### config.mk
export PLATFORM = sky130hd
export DESIGN_NAME = dynamic_loss_scale_controller
export DESIGN_NICKNAME = d
export VERILOG_FILES = /design/src/design/dlsc_pkg.sv /design/src/design/dlsc_front.sv /design/src/design/dlsc_queue.sv /design/src/design/dlsc_back.sv /design/src/design/dynamic_loss_scale_controller.sv
export SDC_FILE = /design/constraint.sdc
export NUM_CORES = 1
export LEC_CHECK = 0
export ABC_AREA = 1
export BUFFER_PORTS_ARGS = -buffer_cell sky130_fd_sc_hd__clkbuf_2
export CAP_MARGIN = 20
export CORE_MARGIN = 2
export CORE_UTILIZATION = 60
export CTS_CLUSTER_DIAMETER = 30
export DETAILED_ROUTE_END_ITERATION = 16
export PLACE_DENSITY = 0.78
export SETUP_SLACK_MARGIN = 0.5
export SLEW_MARGIN = 10
export SYNTH_ARGS = -nofsm -noshare
export SYNTH_HDL_FRONTEND = slang
export SYNTH_HIERARCHICAL = 1
export SYNTH_SLANG_ARGS = --single-unit
export TNS_END_PERCENT = 10
### constraint.sdc
create_clock -name clk -period 6.6 [get_ports clk]
set_input_delay 0 -clock clk [delete_from_list [all_inputs] [get_ports clk]]
set_output_delay 0 -clock clk [all_outputs]
set_load 0.01 [all_outputs]
### src/design/dlsc_pkg.sv
package dlsc_pkg;

  // element format codes
  localparam logic [2:0] FMT_FP64 = 3'd0;
  localparam logic [2:0] FMT_FP32 = 3'd1;
  localparam logic [2:0] FMT_FP16 = 3'd2;
  localparam logic [2:0] FMT_BF16 = 3'd3;

  // configuration register indexes
  localparam logic [2:0] REG_START_SCALE = 3'd0;
  localparam logic [2:0] REG_BACKOFF     = 3'd1;
  localparam logic [2:0] REG_GROWTH      = 3'd2;
  localparam logic [2:0] REG_INTERVAL    = 3'd3;
  localparam logic [2:0] REG_FORMAT      = 3'd4;

  // reset values
  localparam logic [31:0] RST_SCALE    = 32'h4780_0000;
  localparam logic [7:0]  RST_BACKOFF  = 8'd2;
  localparam logic [7:0]  RST_GROWTH   = 8'd2;
  localparam logic [15:0] RST_INTERVAL = 16'd2000;
  localparam logic [2:0]  RST_FORMAT   = FMT_FP32;

  // binary32 constants and fp64 limit
  localparam logic [31:0] FP_ONE   = 32'h3F80_0000;
  localparam logic [31:0] FP_QUIET = 32'h0040_0000;
  localparam logic [62:0] FP64_NARROW_LIMIT = 63'h47EF_FFFF_F000_0000;

  // quotient bits produced by the divider
  localparam logic [5:0] DIV_STEPS = 6'd33;

  // update settings seen by the back end
  typedef struct packed {
    logic [7:0]  backoff;
    logic [7:0]  growth;
    logic [15:0] interval;
  } upd_cfg_t;

  typedef enum logic [2:0] {
    ST_IDLE,
    ST_DIV,
    ST_NORM,
    ST_ROUND,
    ST_OUT
  } back_state_t;

endpackage

### src/design/dlsc_front.sv
module dlsc_front (
  input  logic        clk,
  input  logic        rst_n,
  input  logic [2:0]  fmt,
  input  logic        in_tvalid,
  output logic        in_tready,
  input  logic [63:0] in_tdata,
  input  logic        in_tuser,
  input  logic        in_tlast,
  input  logic        q_full,
  output logic        q_push,
  output logic        q_wdata
);

  logic seen_r, seen_nxt;
  logic bad;
  logic accept;

  // overflow check per format
  always_comb begin
    case (fmt)
      dlsc_pkg::FMT_FP64: bad = (in_tdata[62:0] >= dlsc_pkg::FP64_NARROW_LIMIT);
      dlsc_pkg::FMT_FP32: bad = (in_tdata[30:23] == 8'hFF);
      dlsc_pkg::FMT_FP16: bad = (in_tdata[14:10] == 5'h1F);
      dlsc_pkg::FMT_BF16: bad = (in_tdata[14:7] == 8'hFF);
      default:            bad = 1'b0;
    endcase
  end

  assign in_tready = !q_full;
  assign accept    = in_tvalid && in_tready;
  assign q_push    = accept && in_tlast;
  assign q_wdata   = seen_r || (bad && !in_tuser);

  // sticky step flag
  always_comb begin
    seen_nxt = seen_r;
    if (accept) begin
      seen_nxt = in_tlast ? 1'b0 : q_wdata;
    end
  end

  always_ff @(posedge clk) begin
    if (!rst_n) begin
      seen_r <= 1'b0;
    end else begin
      seen_r <= seen_nxt;
    end
  end

endmodule

### src/design/dlsc_queue.sv
module dlsc_queue (
  input  logic clk,
  input  logic rst_n,
  input  logic push,
  input  logic wdata,
  input  logic pop,
  output logic full,
  output logic valid,
  output logic rdata
);

  logic [1:0] slot_r, slot_nxt;
  logic       wptr_r, wptr_nxt;
  logic       rptr_r, rptr_nxt;
  logic [1:0] cnt_r, cnt_nxt;

  assign full  = (cnt_r == 2'd2);
  assign valid = (cnt_r != 2'd0);
  assign rdata = slot_r[rptr_r];

  // two-entry ring
  always_comb begin
    slot_nxt = slot_r;
    wptr_nxt = wptr_r;
    rptr_nxt = rptr_r;
    cnt_nxt  = cnt_r;
    if (push) begin
      slot_nxt[wptr_r] = wdata;
      wptr_nxt = !wptr_r;
    end
    if (pop) begin
      rptr_nxt = !rptr_r;
    end
    if (push && !pop) begin
      cnt_nxt = cnt_r + 2'd1;
    end else if (pop && !push) begin
      cnt_nxt = cnt_r - 2'd1;
    end
  end

  always_ff @(posedge clk) begin
    slot_r <= slot_nxt;
    if (!rst_n) begin
      wptr_r <= 1'b0;
      rptr_r <= 1'b0;
      cnt_r  <= 2'd0;
    end else begin
      wptr_r <= wptr_nxt;
      rptr_r <= rptr_nxt;
      cnt_r  <= cnt_nxt;
    end
  end

endmodule

### src/design/dlsc_back.sv
module dlsc_back (
  input  logic               clk,
  input  logic               rst_n,
  input  dlsc_pkg::upd_cfg_t cfg,
  input  logic               scale_load,
  input  logic [31:0]        scale_load_val,
  input  logic               q_valid,
  input  logic               q_rdata,
  output logic               q_pop,
  output logic               out_tvalid,
  input  logic               out_tready,
  output logic [55:0]        out_tdata
);

  dlsc_pkg::back_state_t state_r, state_nxt;

  logic [31:0] scale_r, scale_nxt;
  logic [15:0] cnt_r, cnt_nxt;
  logic        ovf_r, ovf_nxt;
  logic        sign_r, sign_nxt;
  logic        is_div_r, is_div_nxt;
  logic [33:0] n_r, n_nxt;
  logic [9:0]  x_r, x_nxt;
  logic [7:0]  rem_r, rem_nxt;
  logic [32:0] dvd_r, dvd_nxt;
  logic [5:0]  iter_r, iter_nxt;

  logic [7:0]  s_exp;
  logic [22:0] s_frac;
  logic        s_nan, s_inf, s_zero;
  logic [7:0]  dv, gv;
  logic [15:0] cnt1;
  logic        grow, need_div, need_mul;
  logic [8:0]  rem_sh;
  logic        ge;
  logic [31:0] prod;
  logic [23:0] mant;
  logic        rbit, sticky, up;
  logic [24:0] msum;
  logic [9:0]  field;
  logic [31:0] rnd_val;

  // scale decode
  assign s_exp  = scale_r[30:23];
  assign s_frac = scale_r[22:0];
  assign s_nan  = (s_exp == 8'hFF) && (s_frac != 23'd0);
  assign s_inf  = (s_exp == 8'hFF) && (s_frac == 23'd0);
  assign s_zero = (s_exp == 8'h00) && (s_frac == 23'd0);

  assign dv   = (cfg.backoff == 8'd0) ? 8'd1 : cfg.backoff;
  assign gv   = (cfg.growth == 8'd0) ? 8'd1 : cfg.growth;
  assign cnt1 = cnt_r + 16'd1;
  assign grow = !q_rdata && (cnt1 >= cfg.interval);

  assign need_div = q_rdata && !scale_r[31] && (s_exp != 8'h00) && (s_exp != 8'hFF);
  assign need_mul = grow && !s_nan && !s_inf && !s_zero;

  // one quotient bit per cycle
  assign rem_sh = {rem_r, dvd_r[32]};
  assign ge     = (rem_sh >= {1'b0, dv});

  assign prod = {8'd0, (s_exp != 8'h00), s_frac} * {24'd0, gv};

  // round to nearest even from the normalized word; backoff results below one become one
  always_comb begin
    mant   = n_r[33:10];
    rbit   = n_r[9];
    sticky = (n_r[8:0] != 9'd0) || (rem_r != 8'd0);
    up     = rbit && (sticky || mant[0]);
    msum   = {1'b0, mant} + {24'd0, up};
    if (msum[24]) begin
      field = x_r + 10'd1;
    end else if (msum[23]) begin
      field = x_r;
    end else begin
      field = 10'd0;
    end
    if (field >= 10'd255) begin
      rnd_val = {sign_r, 8'hFF, 23'd0};
    end else begin
      rnd_val = {sign_r, field[7:0], msum[24] ? 23'd0 : msum[22:0]};
    end
    if (is_div_r && (field < 10'd127)) begin
      rnd_val = dlsc_pkg::FP_ONE;
    end
  end

  // next state
  always_comb begin
    state_nxt = state_r;
    case (state_r)
      dlsc_pkg::ST_IDLE: begin
        if (q_valid) begin
          if (!s_nan && need_div) begin
            state_nxt = dlsc_pkg::ST_DIV;
          end else if (!s_nan && need_mul) begin
            state_nxt = dlsc_pkg::ST_NORM;
          end else begin
            state_nxt = dlsc_pkg::ST_OUT;
          end
        end
      end
      dlsc_pkg::ST_DIV: begin
        if (iter_r == 6'd1) begin
          state_nxt = dlsc_pkg::ST_NORM;
        end
      end
      dlsc_pkg::ST_NORM: begin
        if (n_r[33] || (x_r <= 10'd1)) begin
          state_nxt = dlsc_pkg::ST_ROUND;
        end
      end
      dlsc_pkg::ST_ROUND: state_nxt = dlsc_pkg::ST_OUT;
      dlsc_pkg::ST_OUT: begin
        if (out_tready) begin
          state_nxt = dlsc_pkg::ST_IDLE;
        end
      end
      default: state_nxt = dlsc_pkg::ST_IDLE;
    endcase
  end

  // handshake outputs
  always_comb begin
    q_pop      = 1'b0;
    out_tvalid = 1'b0;
    case (state_r)
      dlsc_pkg::ST_IDLE: q_pop = q_valid;
      dlsc_pkg::ST_OUT:  out_tvalid = 1'b1;
      default: begin
        q_pop      = 1'b0;
        out_tvalid = 1'b0;
      end
    endcase
  end

  assign out_tdata = {7'd0, cnt_r, scale_r, ovf_r};

  // datapath
  always_comb begin
    scale_nxt  = scale_r;
    cnt_nxt    = cnt_r;
    ovf_nxt    = ovf_r;
    sign_nxt   = sign_r;
    is_div_nxt = is_div_r;
    n_nxt      = n_r;
    x_nxt      = x_r;
    rem_nxt    = rem_r;
    dvd_nxt    = dvd_r;
    iter_nxt   = iter_r;
    case (state_r)
      dlsc_pkg::ST_IDLE: begin
        if (scale_load) begin
          scale_nxt = scale_load_val;
        end
        if (q_valid) begin
          ovf_nxt = q_rdata;
          cnt_nxt = (q_rdata || grow) ? 16'd0 : cnt1;
          if (s_nan) begin
            scale_nxt = scale_r | dlsc_pkg::FP_QUIET;
          end else if (q_rdata) begin
            if (need_div) begin
              dvd_nxt    = {1'b1, s_frac, 9'd0};
              rem_nxt    = 8'd0;
              iter_nxt   = dlsc_pkg::DIV_STEPS;
              n_nxt      = 34'd0;
              x_nxt      = {2'd0, s_exp} + 10'd1;
              sign_nxt   = 1'b0;
              is_div_nxt = 1'b1;
            end else if (!(s_inf && !scale_r[31])) begin
              scale_nxt = dlsc_pkg::FP_ONE;
            end
          end else if (need_mul) begin
            n_nxt      = {prod, 2'b00};
            x_nxt      = ((s_exp == 8'h00) ? 10'd1 : {2'd0, s_exp}) + 10'd8;
            rem_nxt    = 8'd0;
            sign_nxt   = scale_r[31];
            is_div_nxt = 1'b0;
          end
        end
      end
      dlsc_pkg::ST_DIV: begin
        rem_nxt  = ge ? 8'(rem_sh - {1'b0, dv}) : rem_sh[7:0];
        n_nxt    = {n_r[32:0], ge};
        dvd_nxt  = {dvd_r[31:0], 1'b0};
        iter_nxt = iter_r - 6'd1;
      end
      dlsc_pkg::ST_NORM: begin
        if (!n_r[33] && (x_r > 10'd1)) begin
          n_nxt = {n_r[32:0], 1'b0};
          x_nxt = x_r - 10'd1;
        end
      end
      dlsc_pkg::ST_ROUND: scale_nxt = rnd_val;
      default: scale_nxt = scale_r;
    endcase
  end

  always_ff @(posedge clk) begin
    sign_r   <= sign_nxt;
    is_div_r <= is_div_nxt;
    n_r      <= n_nxt;
    x_r      <= x_nxt;
    rem_r    <= rem_nxt;
    dvd_r    <= dvd_nxt;
    iter_r   <= iter_nxt;
    if (!rst_n) begin
      state_r <= dlsc_pkg::ST_IDLE;
      scale_r <= dlsc_pkg::RST_SCALE;
      cnt_r   <= 16'd0;
      ovf_r   <= 1'b0;
    end else begin
      state_r <= state_nxt;
      scale_r <= scale_nxt;
      cnt_r   <= cnt_nxt;
      ovf_r   <= ovf_nxt;
    end
  end

endmodule

### src/design/dynamic_loss_scale_controller.sv
// channel  direction  contents
// in_      slave      tdata: grad_word[63:0]; tuser: skip_element; tlast: last_of_step
// out_     master     tdata: step_overflow, scale_bits, clean_steps (low bit up)
// cfg_     write      cfg_addr selects start scale, backoff, growth, interval, format
//
// elements are taken one per cycle while the queue is not full; a step end hands
// a word to a two-entry queue and the back end updates the scale from it
// an update with no arithmetic goes straight to output; growth runs the normalize
// loop and rounding, and backoff runs the bit-serial divider before them
// reset loads the register defaults; the scan stalls only when the queue is full
module dynamic_loss_scale_controller (
  input  logic        clk,
  input  logic        rst_n,
  input  logic        in_tvalid,
  output logic        in_tready,
  input  logic [63:0] in_tdata,   // grad_word
  input  logic        in_tuser,   // skip_element
  input  logic        in_tlast,
  output logic        out_tvalid,
  input  logic        out_tready,
  output logic [55:0] out_tdata,  // step_overflow, scale_bits[32:1], clean_steps[48:33]
  input  logic        cfg_we,
  input  logic [2:0]  cfg_addr,
  input  logic [31:0] cfg_wdata
);

  logic [7:0]  backoff_r;
  logic [7:0]  growth_r;
  logic [15:0] interval_r;
  logic [2:0]  format_r;
  dlsc_pkg::upd_cfg_t cfg;
  logic q_full, q_push, q_wdata, q_pop, q_valid, q_rdata;
  logic scale_load;

  // configuration registers
  always_ff @(posedge clk) begin
    if (!rst_n) begin
      backoff_r  <= dlsc_pkg::RST_BACKOFF;
      growth_r   <= dlsc_pkg::RST_GROWTH;
      interval_r <= dlsc_pkg::RST_INTERVAL;
      format_r   <= dlsc_pkg::RST_FORMAT;
    end else if (cfg_we) begin
      case (cfg_addr)
        dlsc_pkg::REG_BACKOFF:  backoff_r  <= cfg_wdata[7:0];
        dlsc_pkg::REG_GROWTH:   growth_r   <= cfg_wdata[7:0];
        dlsc_pkg::REG_INTERVAL: interval_r <= cfg_wdata[15:0];
        dlsc_pkg::REG_FORMAT:   format_r   <= cfg_wdata[2:0];
        default: ;
      endcase
    end
  end

  assign scale_load   = cfg_we && (cfg_addr == dlsc_pkg::REG_START_SCALE);
  assign cfg.backoff  = backoff_r;
  assign cfg.growth   = growth_r;
  assign cfg.interval = interval_r;

  dlsc_front u_front (
    .clk       (clk),
    .rst_n     (rst_n),
    .fmt       (format_r),
    .in_tvalid (in_tvalid),
    .in_tready (in_tready),
    .in_tdata  (in_tdata),
    .in_tuser  (in_tuser),
    .in_tlast  (in_tlast),
    .q_full    (q_full),
    .q_push    (q_push),
    .q_wdata   (q_wdata)
  );

  dlsc_queue u_queue (
    .clk   (clk),
    .rst_n (rst_n),
    .push  (q_push),
    .wdata (q_wdata),
    .pop   (q_pop),
    .full  (q_full),
    .valid (q_valid),
    .rdata (q_rdata)
  );

  dlsc_back u_back (
    .clk            (clk),
    .rst_n          (rst_n),
    .cfg            (cfg),
    .scale_load     (scale_load),
    .scale_load_val (cfg_wdata),
    .q_valid        (q_valid),
    .q_rdata        (q_rdata),
    .q_pop          (q_pop),
    .out_tvalid     (out_tvalid),
    .out_tready     (out_tready),
    .out_tdata      (out_tdata)
  );

endmodule

==> impl_metrics.ini <==
[die]
core_area_sq_um = 28600
placementRows = 62
initial_core_util_pct = 60.8
die_height_um = 174
die-area_sq_um = 30400
die_x_um = 174
io_pins = 164

[yosys]
yosysWarnings = 6
synth_compound_area_share_pct = 12.2
async_reset_ff_share_pct = 0
postSynthAreaPerCell_sq_um = 7.02
synth_top_family_by_area = simple AND/OR/NAND/NOR gates
yosys.area.top_type_share_pct = 15.3
synth_commonest_cells = nand2_1 (556), inv_1 (521), nor2_1 (246), o21ai_0 (192), fa_1 (133)
synthAdderAreaFrac_pct = 21.6
synthTopCellsByArea = fa_1 (15%), edfxtp_1 (15%), nand2_1 (12%)
ys_ff_latch = 178
synthSimpleGateAreaFrac_pct = 24.2
synth_cells = 2478
synthMuxAreaShare_pct = 0.0648
synthFlopType = dfxtp_1
syn_area_sq_um = 17400
synth.distinct_cells = 53
synth.largest_area_cell = fa_1
synth_enable_flop_cells = 86
yosysMostFrequentCell = nand2_1
synth_xor_area_share_pct = 2.27
yosysSeqAreaShare_pct = 25.4

[critical_path]
crit_type = reg -> reg
cp-start-kind = flip-flop
r2r_slack_ps = 1070
cp-end-kind = flip-flop
r2r_cells = 19
critPathMaxFanout = 18
cp.required_ps = 6800
worstReg2RegStart = growth_r[3]
arrival_ps = 5730
r2r-end = u_back/n_r[33]

[drt]
dr.first_iter.drc_count = 2063
routed_wl_um = 50500
viasPerCell = 5.61
vias = 16800
wl_per_cell_um = 16.9
dr.pass1.iters = 7
ant_nets = 0
drcViolationCount = 0

[finish]
fin_nets = 2915
area.growth.synth_to_final_pct = 10.7
final_cell_count_no_fill = 2986
fillers = 2413
drive_gt1_share_pct = 9.22
diodes = 0

[timing]
hold_violations = 0
rsz0062_at_grt = no
drv_slew = 0
fmax_mhz = 181
fin_crit_sh_pct = 83.8
tns_ps = 0
setup_viol = 0
min_period_ps = 5530
slew_headroom_pct = 28.9
tightest_slew_ps = 1060
clock-skew-final_ps = 13.6

[clocking]
insertion_delay_ps = 450
path_clk_slew_ps = 80
cts_tree = yes
cts_max_level = 4
cts_buffer_depth = 2
cts_root_buffer = clkbuf_16
numCtsBuffers = 17
numClockSinks = 178
post_cts_resized = 0

[global_route]
grt_overflow = 0
grt_pass1_wl_um = 81800
grt_pass1_vias = 16300
antenna_found_initial = 0
track_usage_pct = 33.7
grt_max_degree = 75

[run]
cap_viol_max_count = 0

[placement]
hpwl_um = 38400
place_inst = 2925
place.gp.congestion = 0.949
io_buffers = 140

[power_and_ir_drop]
max-vdd-ir-drop_mv = 0.251
power.density_nw_per_um2 = 315
power.leakage_nw = 10.5

[hold_path]
worstHoldPathType = in -> reg
hold_end = backoff_r[1]
holdPathStages = 5
min_from = cfg_addr[0]

[outcome]
status = finished, final reports clean
cell families after synthesis:
family / count (synthesis)
AND/OR/NAND/NOR: 1013
adder cells (fa/ha/maj): 220
AO/OA/AOI/OAI: 383
other: 1
XOR/XNOR: 45
buffers and inverters: 637
multiplexers: 1
flip-flops: 178
worst max-delay path by stage:
stage                       start        endpoint  slack (ps)  cells after the start
6_report              growth_r[3]  u_back/n_r[33]        1070                     19
5_1_grt               growth_r[3]  u_back/n_r[33]         780                     20
4_1_cts               growth_r[3]  u_back/n_r[33]        1220                     19
3_5_place_dp          growth_r[3]  u_back/n_r[33]        1230                     19
3_3_place_gp          growth_r[3]  u_back/n_r[32]        1290                     19
2_1_floorplan  u_back/scale_r[23]  u_back/n_r[33]        1540                     23
critical path, cell delays in order (launching register included):
cell and delay, ps:
dfxtp_1 900, buf_4 320, nand2_1 70, inv_1 90
fa_1 430, fa_1 480, fa_1 600, inv_1 80
fa_1 550, inv_1 50, ha_1 360, a21oi_1 180
o21ai_0 150, a21oi_1 160, nand3_1 200, nand2_1 110
nand3_1 90, or2_2 280, nand3_1 70, o21ai_0 90
cell type report:
cell class | instances | area (sq um) | share of cell area [%]
Clock inverter | 14 | 161 | 0.839
Clock buffer | 18 | 439 | 2.28
Timing Repair Buffer | 193 | 1190 | 6.18
Inverter | 530 | 1990 | 10.3
Tap cell | 384 | 480 | 2.50
Multi-Input combinational cell | 1669 | 10600 | 54.9
Sequential cell | 178 | 4420 | 23.0
where the power goes:
part	switching, W	total, W	leakage [nW]	internal (W)
registers	0.000445	0.00216	1.57	0.00172
clock network	0.000529	0.00105	0.296	0.000521
logic	0.00195	0.00285	8.60	0.000900
registers in the layout, summed over array words and instances (netlist names):
register and flops:
u_back/n_r 34, u_back/scale_r 32, u_back/dvd_r 24, interval_r 16, u_back/cnt_r 16, u_back/x_r 10
backoff_r 8, growth_r 8, u_back/rem_r 8, u_back/iter_r 6, format_r 3, u_back/state_r 3
u_queue/cnt_r 2, u_queue/slot_r 2, u_back/is_div_r 1, u_back/ovf_r 1, u_back/sign_r 1, u_front/seen_r 1
u_queue/rptr_r 1, u_queue/wptr_r 1
through the flow:
step / hold slack, ps / cell area (sq um) / utilization (%) / worst slack [ps] / power (W)
finish: 14.5 / 19200 / 67.2 / 1070 / 0.00607
global route: 53.6 / 19200 / 67.2 / 784 / 0.00651
detailed placement: 278 / 18300 / 64.1 / 1230 / 0.00490
global placement: 273 / 18300 / 64.1 / 1290 / 0.00481
CTS: 1.42 / 19200 / 67.1 / 1220 / 0.00598
floorplan: 113 / 17400 / - / 1540 / 0.00403
layout by cell type, fill, tap and decap left out, types with 23 or more instances in the layout:
| master | instances |
|---|---|
| o21ai_0 | 192 |
| nand4_1 | 34 |
| inv_1 | 521 |
| edfxtp_1 | 86 |
| ha_1 | 87 |
| nand3_1 | 105 |
| nand2_1 | 556 |
| a21oi_1 | 109 |
| xor2_1 | 33 |
| clkbuf_2 | 140 |
| dlygate4sd3_1 | 28 |
| fa_1 | 133 |
| nor2_1 | 246 |
| dfxtp_1 | 92 |
| buf_4 | 24 |
| nor3_1 | 23 |
what timing repair did:
item | 4_1_cts | 5_1_grt
hold endpoints to repair | 40 | 0
hold buffers | 28 | 0
buffers inserted | 0 | 0
per-layer routing:
metal / track usage [%] / part of all wire [%] / vias up / wire length [um]
met5: 0 / 0 / - / 0
met4: 13.8 / 3.5 / 0 / 1780
met3: 6.82 / 9.6 / 136 / 4870
met2: 53.8 / 46 / 858 / 23200
met1: 45.0 / 41 / 7854 / 20600
li1: - / - / 7917 / -
Note: power is estimated with default switching activity, not from simulation.
